--- config.mk ---
export PLATFORM = sky130hd
export DESIGN_NAME = sexpr_token_scanner_flat
export DESIGN_NICKNAME = d
export VERILOG_FILES = /design/src/rtl/sts_pkg.sv /design/src/rtl/sts_in_if.sv /design/src/rtl/sts_out_if.sv /design/src/rtl/sexpr_token_scanner.sv /design/src/flat_wrapper.sv
export SDC_FILE = /design/constraint.sdc
export NUM_CORES = 1
export LEC_CHECK = 0
export BUFFER_PORTS_ARGS = -buffer_cell sky130_fd_sc_hd__buf_2
export CORE_UTILIZATION = 30
export CTS_CLUSTER_SIZE = 8
export DETAILED_ROUTE_END_ITERATION = 8
export GPL_ROUTABILITY_DRIVEN = 0
export SLEW_MARGIN = 20
export SYNTH_ARGS = -nofsm -noshare
export SYNTH_HDL_FRONTEND = slang
export SYNTH_SLANG_ARGS = --single-unit
export TNS_END_PERCENT = 5
--- constraint.sdc ---
create_clock -name clk -period 6.31 [get_ports clk]
set_input_delay 1.262 -clock clk [delete_from_list [all_inputs] [get_ports clk]]
set_output_delay 1.262 -clock clk [all_outputs]
set_load 0.02 [all_outputs]
--- src/rtl/sts_pkg.sv ---
// sts_pkg: shared types and constants for the S-expression token scanner.
// Used by the scanner top level; no dependencies.

package sts_pkg;

  // Scan modes.
  localparam logic [1:0] MODE_IDLE   = 2'd0;
  localparam logic [1:0] MODE_BARE   = 2'd1;
  localparam logic [1:0] MODE_QUOTED = 2'd2;
  localparam logic [1:0] MODE_ESCAPE = 2'd3;

  // Input word kinds.
  localparam logic KIND_CHAR = 1'b0;
  localparam logic KIND_EOL  = 1'b1;

  // Token kinds on the result channel.
  localparam logic [2:0] TK_BYTE      = 3'd0;
  localparam logic [2:0] TK_WEND      = 3'd1;
  localparam logic [2:0] TK_OPEN      = 3'd2;
  localparam logic [2:0] TK_CLOSE     = 3'd3;
  localparam logic [2:0] TK_EOL       = 3'd4;
  localparam logic [2:0] TK_ERR_ESC   = 3'd5;
  localparam logic [2:0] TK_ERR_QUOTE = 3'd6;

  // Special characters.
  localparam logic [7:0] CH_QUOTE  = 8'h22;
  localparam logic [7:0] CH_OPEN   = 8'h28;
  localparam logic [7:0] CH_CLOSE  = 8'h29;
  localparam logic [7:0] CH_SPACE  = 8'h20;
  localparam logic [7:0] CH_BSLASH = 8'h5C;

  // One result word.
  typedef struct packed {
    logic [2:0] token_kind;
    logic [7:0] byte_value;
    logic [7:0] word_length;
    logic       last;
  } token_t;

endpackage

--- src/rtl/sts_in_if.sv ---
// sts_in_if: valid/ready channel that carries one text byte or end-of-line mark.
// Depends on nothing but is used with the scanner top level.

interface sts_in_if;
  logic       valid;
  logic       ready;
  logic       kind;
  logic [7:0] char_byte;

  modport source (output valid, output kind, output char_byte, input ready);
  modport sink   (input valid, input kind, input char_byte, output ready);
endinterface

--- src/rtl/sts_out_if.sv ---
// sts_out_if: valid/ready channel that carries one scanner token.
// Field widths follow sts_pkg::token_t.

interface sts_out_if;
  logic       valid;
  logic       ready;
  logic [2:0] token_kind;
  logic [7:0] byte_value;
  logic [7:0] word_length;
  logic       last;

  modport source (output valid, output token_kind, output byte_value,
                  output word_length, output last, input ready);
  modport sink   (input valid, input token_kind, input byte_value,
                  input word_length, input last, output ready);
endinterface

--- src/rtl/sexpr_token_scanner.sv ---
// sexpr_token_scanner: streaming S-expression tokenizer for one line of text.
// Depends on sts_pkg, sts_in_if and sts_out_if.
//
//   channel   direction  words carried
//   in_chan   in         kind, char_byte (text byte or end of line)
//   out_chan  out        token_kind, byte_value, word_length, last
//
// Each accepted input word is decoded in the cycle it is taken: the scan
// mode and word count update at that edge, and the zero, one or two tokens
// it causes are written into a four-entry result queue.
// The result channel drains one token per cycle while out_chan.ready is high,
// so both sides run at one word per cycle if each word yields at most one token.
// Input is taken whenever the queue has room for two tokens; a stalled
// result side fills the queue and then holds off input, losing nothing.
// Reset (rst_n low, synchronous) empties the queue and returns to idle.

module sexpr_token_scanner #(
  parameter int MAX_WORD_LENGTH = 255
) (
  input  logic      clk,
  input  logic      rst_n,
  sts_in_if.sink    in_chan,
  sts_out_if.source out_chan
);

  // The word count saturates at the smaller of the parameter and 255.
  localparam logic [7:0] WORD_LIMIT =
      (MAX_WORD_LENGTH < 255) ? 8'(MAX_WORD_LENGTH) : 8'd255;
  localparam int QDEPTH = 4;
  localparam int QAW    = $clog2(QDEPTH);

  // Scanner state.
  logic [1:0] mode_r, mode_nxt;
  logic [7:0] count_r, count_nxt;

  // Result queue.
  sts_pkg::token_t  q_r [QDEPTH];
  logic [QAW-1:0]   wr_ptr_r, wr_ptr_nxt;
  logic [QAW-1:0]   rd_ptr_r, rd_ptr_nxt;
  logic [QAW:0]     fill_r, fill_nxt;

  logic in_acc, out_acc;

  // Tokens produced by the current input word.
  sts_pkg::token_t res0, res1;
  logic [1:0]      n_res;

  // What a byte does when no word is open.
  sts_pkg::token_t st_res;
  logic            st_emit;
  logic [1:0]      st_mode;
  logic [7:0]      st_count;

  logic [7:0] count_inc;
  logic       is_delim;

  assign in_chan.ready = (fill_r <= (QAW+1)'(QDEPTH - 2));
  assign in_acc  = in_chan.valid && in_chan.ready;
  assign out_acc = out_chan.valid && out_chan.ready;

  assign count_inc = (count_r < WORD_LIMIT) ? count_r + 8'd1 : count_r;
  assign is_delim  = (in_chan.char_byte == sts_pkg::CH_SPACE) ||
                     (in_chan.char_byte == sts_pkg::CH_OPEN)  ||
                     (in_chan.char_byte == sts_pkg::CH_CLOSE) ||
                     (in_chan.char_byte == sts_pkg::CH_QUOTE);

  // Start of a token: spaces are dropped, parentheses are single tokens,
  // anything else opens a word whose first byte counts as one.
  always_comb begin
    st_res   = '0;
    st_emit  = 1'b1;
    st_mode  = sts_pkg::MODE_IDLE;
    st_count = 8'd0;
    if (in_chan.char_byte == sts_pkg::CH_SPACE) begin
      st_emit = 1'b0;
    end else if (in_chan.char_byte == sts_pkg::CH_OPEN) begin
      st_res.token_kind = sts_pkg::TK_OPEN;
    end else if (in_chan.char_byte == sts_pkg::CH_CLOSE) begin
      st_res.token_kind = sts_pkg::TK_CLOSE;
    end else begin
      st_res.token_kind = sts_pkg::TK_BYTE;
      st_res.byte_value = in_chan.char_byte;
      st_mode  = (in_chan.char_byte == sts_pkg::CH_QUOTE) ?
                 sts_pkg::MODE_QUOTED : sts_pkg::MODE_BARE;
      st_count = 8'd1;
    end
  end

  // Main decode: up to two tokens and the next scan state.
  always_comb begin
    res0      = '0;
    res1      = '0;
    n_res     = 2'd0;
    mode_nxt  = mode_r;
    count_nxt = count_r;
    if (in_chan.kind == sts_pkg::KIND_EOL) begin
      // End of line closes whatever is open, then reports the line end.
      res1.token_kind = sts_pkg::TK_EOL;
      n_res = 2'd2;
      case (mode_r)
        sts_pkg::MODE_BARE: begin
          res0.token_kind  = sts_pkg::TK_WEND;
          res0.word_length = count_r;
        end
        sts_pkg::MODE_QUOTED: res0.token_kind = sts_pkg::TK_ERR_QUOTE;
        sts_pkg::MODE_ESCAPE: res0.token_kind = sts_pkg::TK_ERR_ESC;
        default: begin
          res0  = res1;
          n_res = 2'd1;
        end
      endcase
      mode_nxt  = sts_pkg::MODE_IDLE;
      count_nxt = 8'd0;
    end else begin
      case (mode_r)
        sts_pkg::MODE_IDLE: begin
          res0      = st_res;
          n_res     = {1'b0, st_emit};
          mode_nxt  = st_mode;
          count_nxt = st_count;
        end
        sts_pkg::MODE_BARE: begin
          if (is_delim) begin
            // Word end, then the delimiter is handled as a fresh start.
            res0.token_kind  = sts_pkg::TK_WEND;
            res0.word_length = count_r;
            res1      = st_res;
            n_res     = st_emit ? 2'd2 : 2'd1;
            mode_nxt  = st_mode;
            count_nxt = st_count;
          end else begin
            res0.token_kind = sts_pkg::TK_BYTE;
            res0.byte_value = in_chan.char_byte;
            n_res     = 2'd1;
            count_nxt = count_inc;
          end
        end
        sts_pkg::MODE_QUOTED: begin
          res0.token_kind = sts_pkg::TK_BYTE;
          res0.byte_value = in_chan.char_byte;
          n_res     = 2'd1;
          count_nxt = count_inc;
          if (in_chan.char_byte == sts_pkg::CH_QUOTE) begin
            // Closing quote: its length includes both quotes.
            res1.token_kind  = sts_pkg::TK_WEND;
            res1.word_length = count_inc;
            n_res     = 2'd2;
            mode_nxt  = sts_pkg::MODE_IDLE;
            count_nxt = 8'd0;
          end else if (in_chan.char_byte == sts_pkg::CH_BSLASH) begin
            mode_nxt = sts_pkg::MODE_ESCAPE;
          end
        end
        default: begin
          // The byte after a backslash is taken literally.
          res0.token_kind = sts_pkg::TK_BYTE;
          res0.byte_value = in_chan.char_byte;
          n_res     = 2'd1;
          count_nxt = count_inc;
          mode_nxt  = sts_pkg::MODE_QUOTED;
        end
      endcase
    end
    // Mark the final token of this input word.
    if (n_res == 2'd2) begin
      res1.last = 1'b1;
    end else begin
      res0.last = 1'b1;
    end
  end

  // Queue pointer bookkeeping.
  always_comb begin
    wr_ptr_nxt = wr_ptr_r;
    rd_ptr_nxt = rd_ptr_r;
    fill_nxt   = fill_r;
    if (in_acc) begin
      wr_ptr_nxt = wr_ptr_r + QAW'(n_res);
      fill_nxt   = fill_nxt + (QAW+1)'(n_res);
    end
    if (out_acc) begin
      rd_ptr_nxt = rd_ptr_r + QAW'(1);
      fill_nxt   = fill_nxt - (QAW+1)'(1);
    end
  end

  always_ff @(posedge clk) begin
    if (!rst_n) begin
      mode_r   <= sts_pkg::MODE_IDLE;
      count_r  <= 8'd0;
      wr_ptr_r <= '0;
      rd_ptr_r <= '0;
      fill_r   <= '0;
    end else begin
      wr_ptr_r <= wr_ptr_nxt;
      rd_ptr_r <= rd_ptr_nxt;
      fill_r   <= fill_nxt;
      if (in_acc) begin
        mode_r  <= mode_nxt;
        count_r <= count_nxt;
      end
    end
  end

  // Queue payload needs no reset.
  always_ff @(posedge clk) begin
    if (in_acc && n_res != 2'd0) begin
      q_r[wr_ptr_r] <= res0;
    end
    if (in_acc && n_res == 2'd2) begin
      q_r[wr_ptr_r + QAW'(1)] <= res1;
    end
  end

  assign out_chan.valid       = (fill_r != '0);
  assign out_chan.token_kind  = q_r[rd_ptr_r].token_kind;
  assign out_chan.byte_value  = q_r[rd_ptr_r].byte_value;
  assign out_chan.word_length = q_r[rd_ptr_r].word_length;
  assign out_chan.last        = q_r[rd_ptr_r].last;

endmodule
--- src/flat_wrapper.sv ---
// flat-port wrapper written by rule: the top's interface ports become plain ports
module sexpr_token_scanner_flat 
#(
  parameter int MAX_WORD_LENGTH = 255
)
  (clk, rst_n, in_chan_valid, in_chan_kind, in_chan_char_byte, in_chan_ready, out_chan_valid, out_chan_token_kind, out_chan_byte_value, out_chan_word_length, out_chan_last, out_chan_ready);
  sts_in_if in_chan_i ();
  sts_out_if out_chan_i ();
  input  logic clk;
  input  logic rst_n;
  input wire logic [$bits(in_chan_i.valid)-1:0] in_chan_valid;
  input wire logic [$bits(in_chan_i.kind)-1:0] in_chan_kind;
  input wire logic [$bits(in_chan_i.char_byte)-1:0] in_chan_char_byte;
  output wire logic [$bits(in_chan_i.ready)-1:0] in_chan_ready;
  output wire logic [$bits(out_chan_i.valid)-1:0] out_chan_valid;
  output wire logic [$bits(out_chan_i.token_kind)-1:0] out_chan_token_kind;
  output wire logic [$bits(out_chan_i.byte_value)-1:0] out_chan_byte_value;
  output wire logic [$bits(out_chan_i.word_length)-1:0] out_chan_word_length;
  output wire logic [$bits(out_chan_i.last)-1:0] out_chan_last;
  input wire logic [$bits(out_chan_i.ready)-1:0] out_chan_ready;
  assign in_chan_i.valid = in_chan_valid;
  assign in_chan_i.kind = in_chan_kind;
  assign in_chan_i.char_byte = in_chan_char_byte;
  assign in_chan_ready = in_chan_i.ready;
  assign out_chan_valid = out_chan_i.valid;
  assign out_chan_token_kind = out_chan_i.token_kind;
  assign out_chan_byte_value = out_chan_i.byte_value;
  assign out_chan_word_length = out_chan_i.word_length;
  assign out_chan_last = out_chan_i.last;
  assign out_chan_i.ready = out_chan_ready;
  sexpr_token_scanner #(.MAX_WORD_LENGTH(MAX_WORD_LENGTH)) u_core (.clk(clk), .rst_n(rst_n), .in_chan(in_chan_i), .out_chan(out_chan_i));
endmodule
==> results.md, run 1 <==
| Quantity | Value |
| --- | --- |
| Total global routing overflow | 0 |
| Violation count after the first detailed-route iteration | 487 |
| Predominant post-synthesis flop cell | sky130_fd_sc_hd__edfxtp_1 |
| Internal power | 1410 uW |
| Top cells by area in the synthesized netlist | sky130_fd_sc_hd__edfxtp_1 (44%), sky130_fd_sc_hd__mux4_2 (8.3%), sky130_fd_sc_hd__dfxtp_1 (7.0%) |
| Max transition margin | 41.5% |
| Cell variety after synth | 58 |
| Proportion of synthesized chip area in sequential cells | 51.1% |
| Routed metal-1 wirelength | 5.61 mm |
| Routed wire length | 12.9 mm |
| # Max-Cap Violations | 0 |
| Data required time at the worst endpoint | 6.55 ns |
| Final setup fails | 0 |
| Static power due to leakage | 0.00205 uW |
| Fraction of layout cells with a size suffix above 1 | 19.8% |
| Count of flip-flops with a built-in enable after synthesis | 80 |
| Sink count of the clock tree | 99 |
| List of cells traversed by the critical path | buf_2 -> or4b_4 -> nor2_1 -> o2111ai_1 -> and2_1 -> ha_1 -> fa_1 -> mux2i_1 -> ha_1 -> nand2_1 -> xor2_1 -> and2_1 |
| Standard cell area after detailed placement | 5810 sq um |
| Critical path's slowest cell | sky130_fd_sc_hd__or4b_4 |
| Maximum frequency from static timing analysis | 261 MHz |
| Cell chosen for the clock root | sky130_fd_sc_hd__clkbuf_16 |
| Routed length on met3 | 786 um |
| Dominant cell type by area after synthesis | sky130_fd_sc_hd__edfxtp_1 |
| Portion of synthesized cell area occupied by the leading cell type | 44.1% |
| Number of hold-slack violations in the final timing report | 0 |
| Routed wire per std cell | 18.2 um |
| Setup crit start | in_chan_char_byte[2] |
| Syn nets | 481 |
| Kind of cell adding the most delay to the critical path | simple AND/OR/NAND/NOR gates |
| Launching point of the worst reg2reg path | u_core.mode_r[0]$_SDFFE_PN0P_ |
| Number of nets still failing antenna checks after routing | 0 |
| Kind of critical path | in2reg |
| Post-layout nets | 498 |
| Clock skew | 0.00739 ns |
| Worst Path Buf+Inv | 1 |
| RSZ-0062 raised after global routing | false |
| HPWL reported at the end of detailed placement | 9.16 mm |
| Met2 wire length | 6.20 mm |
| Slew Limit Fails | 0 |
| Final Instance Area | 6110 sq um |
| Post-CTS Resized | 0 |
| Port Buffer Count | 34 |
| Most frequent cell after synthesis | sky130_fd_sc_hd__edfxtp_1 |
| Average via count per standard cell | 5.46 |
| Clock buffer depth | 2 |
| Post-synthesis cell area | 5450 sq um |
| Count of boundary I/O pins | 35 |
| Number of core rows | 48 |
| Yosys warns | 0 |
| Via count of the routed design | 3857 |
| Sequential cell fraction of total power | 41.7% |
| Post-Synthesis Mean Instance Area | 11.9 sq um |
| Cell count after synthesis | 458 |
| Worst Hold Slack | 0.535 ns |
| Crit path arrival time | 4.08 ns |
| Pre-Repair DR Iteration Count | 7 |
| Startpoint types | input pin |
| Remaining routing DRC violations | 0 |
| Synthesis-stage register bit count | 99 |
| Hold path start | u_core.mode_r[1]$_SDFFE_PN0P_ |
| Highest routing layer actually used | met4 |
| Worst voltage drop across the vdd grid | 0.156 mV |
| CTS Hold Buffers Added | 0 |
| Highest net fanout along the worst path | 14 |
| CTS clk-pin slew, worst paths | 0.07 ns |
| Initial cell density of the core | 31.1% |
| Area of the die | 18700 sq um |
| Minimum clock period | 3.84 ns |
| Max stage delay on crit path | 0.66 ns |
| Die span in x | 137 um |
| Slew @ Worst Pin | 0.870 ns |
| Result of the run | finished clean |
| Min-delay worst type | reg2reg |
| Overall power of the completed layout | 2120 uW |
| Clock buffers created by TritonCTS | 9 |
| Share of total power consumed by net switching | 33.4% |
| Number of global-route vias before repair | 3673 |
| Number of levels in the clock H-tree | 3 |
| Die span in y | 137 um |
| Maximum number of pins on one net before global-route repair | 35 |
| Clock tree from TritonCTS | yes |
| Synth-to-layout area growth | 12.2% |
| Synth cell count leaders | sky130_fd_sc_hd__edfxtp_1 (80), sky130_fd_sc_hd__nand2_1 (39), sky130_fd_sc_hd__clkbuf_1 (25) |
| Clock latency on the worst-skew pair | 0.35 ns |
| Setup Total Neg Slack | 0 ns |
| Final worst-path cycle share | 60.8% |
| Fraction of registers with async set/reset | 0% |
| Initial antenna violation count | 1 |
| Critical Path Sink Type | register |
| Setup Fix Bufs, Post-CTS | 0 |
| Net switching power | 710 uW |
| Share of power burned in the clock network | 25.8% |
| Combinational Power Share | 32.5% |
| Global-route wire length before repair | 20.4 mm |
| Core Footprint | 17500 sq um |
| Total global routing track utilization | 14.5% |
| Power per Cell Area | 348 nW/um^2 |
cell usage in the layout (no fill, tap or decap), types with 4 or more instances in the layout:
cell type                    n
sky130_fd_sc_hd__nor2_1     12
sky130_fd_sc_hd__dfxtp_1    18
sky130_fd_sc_hd__mux2i_1    21
sky130_fd_sc_hd__mux4_2     20
sky130_fd_sc_hd__a311oi_1    4
sky130_fd_sc_hd__buf_4       5
sky130_fd_sc_hd__or2_2       5
sky130_fd_sc_hd__a32o_1      8
sky130_fd_sc_hd__nand2_4     4
sky130_fd_sc_hd__o21ai_0    16
sky130_fd_sc_hd__nor3b_1     8
sky130_fd_sc_hd__nor2b_1    22
sky130_fd_sc_hd__and3_1      5
sky130_fd_sc_hd__o21ai_1     4
sky130_fd_sc_hd__and2_1     23
sky130_fd_sc_hd__o2111ai_1   4
sky130_fd_sc_hd__nand2_1    39
sky130_fd_sc_hd__inv_1       5
sky130_fd_sc_hd__nand3_1    11
sky130_fd_sc_hd__clkbuf_16   9
sky130_fd_sc_hd__o22ai_1    17
sky130_fd_sc_hd__a21oi_1    19
sky130_fd_sc_hd__buf_2      34
sky130_fd_sc_hd__nor3_1      6
sky130_fd_sc_hd__nand2b_1    5
sky130_fd_sc_hd__edfxtp_1   80
sky130_fd_sc_hd__ha_1        9
layer usage:
metal  global-route usage (%)  vias to the layer above
met5                        0                        -
met1                     19.2                     1859
met3                     2.44                       30
met4                     5.74                        0
met2                     23.6                      161
li1                         -                     1807
power by group through the flow:
| stage | clock network (uW) | registers [uW] | logic (uW) |
|---|---|---|---|
| 6_report | 548 | 886 | 690 |
| 5_1_grt | 577 | 897 | 755 |
| 4_1_cts | 553 | 887 | 706 |
| 3_5_place_dp | 0 | 901 | 703 |
| 3_3_place_gp | 0 | 894 | 695 |
| 2_1_floorplan | 0 | 874 | 516 |
state kept, by name, summed over array words and instances, names as in the netlist, named ones only:
signal / flops
u_core.count_r: 8
u_core.fill_r: 3
u_core.mode_r: 2
u_core.q_r: 80
u_core.rd_ptr_r: 2
u_core.wr_ptr_r: 2
worst min-delay path, cell delays in order, from the launching register on:
cell                      delay [ns]
sky130_fd_sc_hd__dfxtp_1        0.36
sky130_fd_sc_hd__nand2_1        0.07
sky130_fd_sc_hd__o21ai_0        0.06
per-stage QoR:
stage	setup WS, ns	util [%]	std cells
4_1_cts	2.30	34.8	705
2_1_floorplan	1.19	-	458
5_1_grt	2.27	34.8	705
6_report	2.47	34.8	706
3_3_place_gp	1.99	33.1	689
3_5_place_dp	1.94	33.1	689
cell type report:
type	instances	area, sq um
Fill cell	1745	11400
Sequential cell	99	2780
Multi-Input combinational cell	321	2520
Tap cell	225	282
Clock buffer	10	229
Timing Repair Buffer	39	208
Clock inverter	6	61.3
Inverter	5	18.8
Antenna cell	1	2.50
final timing paths:
kind / to / slack [ns] / cells after the start
setup reg to reg: u_core.fill_r[2]$_SDFF_PN0_ / 2.94 / 13
setup / recovery: u_core.fill_r[2]$_SDFF_PN0_ / 2.47 / 12
hold / removal: u_core.mode_r[1]$_SDFFE_PN0P_ / 0.54 / 2
hold reg to reg: u_core.mode_r[1]$_SDFFE_PN0P_ / 0.54 / 2
cell families after synthesis:
| family | count (synthesis) | synth area share, % |
|---|---|---|
| simple gates | 167 | 17.7 |
| compound gates | 95 | 12.2 |
| flops | 99 | 51.1 |
| fa+ha+maj | 10 | 2.44 |
| mux | 44 | 12.8 |
| xor+xnor | 5 | 0.804 |
| buf+inv | 38 | 3.03 |
Note: power is estimated with default switching activity, not from simulation.
==> run 2: changes to the inputs <==
==> constraint.sdc (replaced) <==
create_clock -name clk -period 3.8 [get_ports clk]
set_input_delay 0.76 -clock clk [delete_from_list [all_inputs] [get_ports clk]]
set_output_delay 0.76 -clock clk [all_outputs]
set_load 0.02 [all_outputs]
==> results.md, run 2 (synthesized netlist as in run 1, its figures left out) <==
| Quantity | Value |
| --- | --- |
| Result of the run | finished clean |
| Largest register FFs | 80 |
| Worst reg2reg endpoint | u_core.fill_r[2]$_SDFF_PN0_ |
| Setup Fix Bufs, Post-CTS | 0 |
| Port Buffer Count | 34 |
| Total global routing track utilization | 15.2% |
| Highest net fanout along the worst path | 17 |
| Violation count after the first detailed-route iteration | 497 |
| Critical Path Sink Type | register |
| Core Footprint | 17500 sq um |
| Max transition margin | 45.5% |
| Setup Total Neg Slack | 0 ns |
| Post-layout nets | 508 |
| Maximum number of pins on one net before global-route repair | 30 |
| CTS clk-pin slew, worst paths | 0.08 ns |
| Number of nets still failing antenna checks after routing | 0 |
| Average via count per standard cell | 5.51 |
| List of cells traversed by the critical path | inv_1 -> ha_1 -> or2_2 -> nor2_1 -> o2111ai_1 -> and2_1 -> ha_1 -> fa_1 -> mux2i_1 -> ha_1 -> nand2_1 -> xor2_1 -> and2_1 |
| Setup WS pre-CTS | 0.156 ns |
| Setup crit start | u_core.mode_r[0]$_SDFFE_PN0P_ |
| Most frequent cells in the layout | sky130_fd_sc_hd__edfxtp_1 (80), sky130_fd_sc_hd__nand2_1 (39), sky130_fd_sc_hd__buf_2 (34), sky130_fd_sc_hd__and2_1 (23), sky130_fd_sc_hd__nor2b_1 (22) |
| Count of boundary I/O pins | 35 |
| Min-delay worst type | reg2reg |
| Slew Limit Fails | 0 |
| Logic depth of the worst setup path including buffers | 13 |
| Standard cell area after detailed placement | 5890 sq um |
| Slew @ Worst Pin | 0.816 ns |
| Routed wire length | 13.7 mm |
| Data required time at the worst endpoint | 4.05 ns |
| Launching point of the worst reg2reg path | u_core.mode_r[0]$_SDFFE_PN0P_ |
| Clock tree from TritonCTS | yes |
| Cell chosen for the clock root | sky130_fd_sc_hd__clkbuf_16 |
| Final worst-path cycle share | 90.8% |
| HPWL reported at the end of detailed placement | 9.34 mm |
| Worst Path Buf+Inv | 1 |
| Post-CTS Resized | 0 |
| Clock latency on the worst-skew pair | 0.35 ns |
| Minimum clock period | 3.45 ns |
| Power per Cell Area | 578 nW/um^2 |
| Termination of the worst setup path | u_core.fill_r[2]$_SDFF_PN0_ |
| Via count of the routed design | 3945 |
| Initial cell density of the core | 31.1% |
| Total global routing overflow | 0 |
| Kind of cell adding the most delay to the critical path | adder cells |
| Most flop-heavy register | u_core.q_r |
| Startpoint types | register |
| Clock buffer depth | 2 |
| Synth-to-layout area growth | 13.7% |
| Final setup slack of the worst path | 0.351 ns |
| Reg2reg setup slack | 0.35 ns |
| Sink count of the clock tree | 99 |
| Area of the die | 18700 sq um |
| Pre-Repair DR Iteration Count | 5 |
| CTS Hold Buffers Added | 0 |
| Remaining routing DRC violations | 0 |
| Routed wire per std cell | 19.1 um |
| Clock buffers created by TritonCTS | 9 |
| Largest registers ranked by flip-flop count | u_core.q_r: 80 flops, u_core.count_r: 8 flops, u_core.fill_r: 3 flops |
| Number of hold-slack violations in the final timing report | 0 |
| Fraction of layout cells with a size suffix above 1 | 21.6% |
| Global-route wire length before repair | 21.2 mm |
| # Max-Cap Violations | 0 |
| Number of levels in the clock H-tree | 3 |
| Final setup fails | 0 |
| Initial antenna violation count | 1 |
| Kind of critical path | reg2reg |
| Max stage delay on crit path | 0.43 ns |
| Reg2Reg Depth | 13 |
| Number of global-route vias before repair | 3884 |
| Static power due to leakage | 0.00210 uW |
| Crit path arrival time | 3.70 ns |
| Number of core rows | 48 |
| Final Instance Area | 6190 sq um |
| Hold Path Cell Cnt | 2 |
| Critical path's slowest cell | sky130_fd_sc_hd__ha_1 |
| Most used cell along the critical path | sky130_fd_sc_hd__ha_1 |
| Die span in y | 137 um |
| Die span in x | 137 um |
| Clock skew | 0.00875 ns |
| Maximum frequency from static timing analysis | 290 MHz |
| RSZ-0062 raised after global routing | false |
| Most common cell after layout, fill and taps aside | sky130_fd_sc_hd__edfxtp_1 |
| Worst voltage drop across the vdd grid | 0.220 mV |
[run 2: cell type report]
type	instances	area (sq um)
fillers	1733	11300
clock buffers	9	225
flip-flops and latches	99	2780
repair buffers	49	283
clock inverters	7	72.6
inverters	5	18.8
well taps	225	282
diodes	1	2.50
multi-input cells	321	2530
[run 2: worst min path at each step]
stage | end | slack (ns) | from
after floorplan | u_core.mode_r[1]$_SDFFE_PN0P_ | 0.48 | u_core.mode_r[1]$_SDFFE_PN0P_
after global placement | u_core.mode_r[0]$_SDFFE_PN0P_ | 0.50 | u_core.mode_r[0]$_SDFFE_PN0P_
after detailed placement | u_core.mode_r[1]$_SDFFE_PN0P_ | 0.52 | u_core.mode_r[1]$_SDFFE_PN0P_
after CTS | u_core.mode_r[1]$_SDFFE_PN0P_ | 0.53 | u_core.mode_r[1]$_SDFFE_PN0P_
after global routing | u_core.mode_r[1]$_SDFFE_PN0P_ | 0.57 | u_core.mode_r[1]$_SDFFE_PN0P_
final | u_core.mode_r[1]$_SDFFE_PN0P_ | 0.52 | u_core.mode_r[1]$_SDFFE_PN0P_
[run 2: metrics by stage]
stage	total power, uW	instances	hold slack [ns]	utilization, %
after global placement	2690	699	0.500	33.6
after detailed placement	2710	699	0.521	33.6
after floorplan	2310	458	0.484	-
after global routing	3750	715	0.566	35.3
final	3580	716	0.524	35.3
after CTS	3610	715	0.532	35.3
[run 2: worst min-delay path: cells and delay by family, from the launching register on]
kind            cells  cell delay, ns
compound gates      1            0.06
simple gates        1            0.06
flops               1            0.36
[run 2: metal layers]
| layer | track usage, % | wire length [um] | vias to the layer above |
|---|---|---|---|
| li1 | - | - | 1830 |
| met1 | 18.5 | 5680 | 1933 |
| met2 | 25.9 | 6740 | 154 |
| met3 | 3.07 | 865 | 28 |
| met4 | 6.98 | 373 | 0 |
| met5 | 0 | 0 | - |
[run 2: power breakdown]
| part | leakage, uW | internal (uW) | switching (uW) |
|---|---|---|---|
| sequential | 0.000891 | 1380 | 74.2 |
| clock | 0.000143 | 464 | 450 |
| combinational | 0.00106 | 485 | 729 |
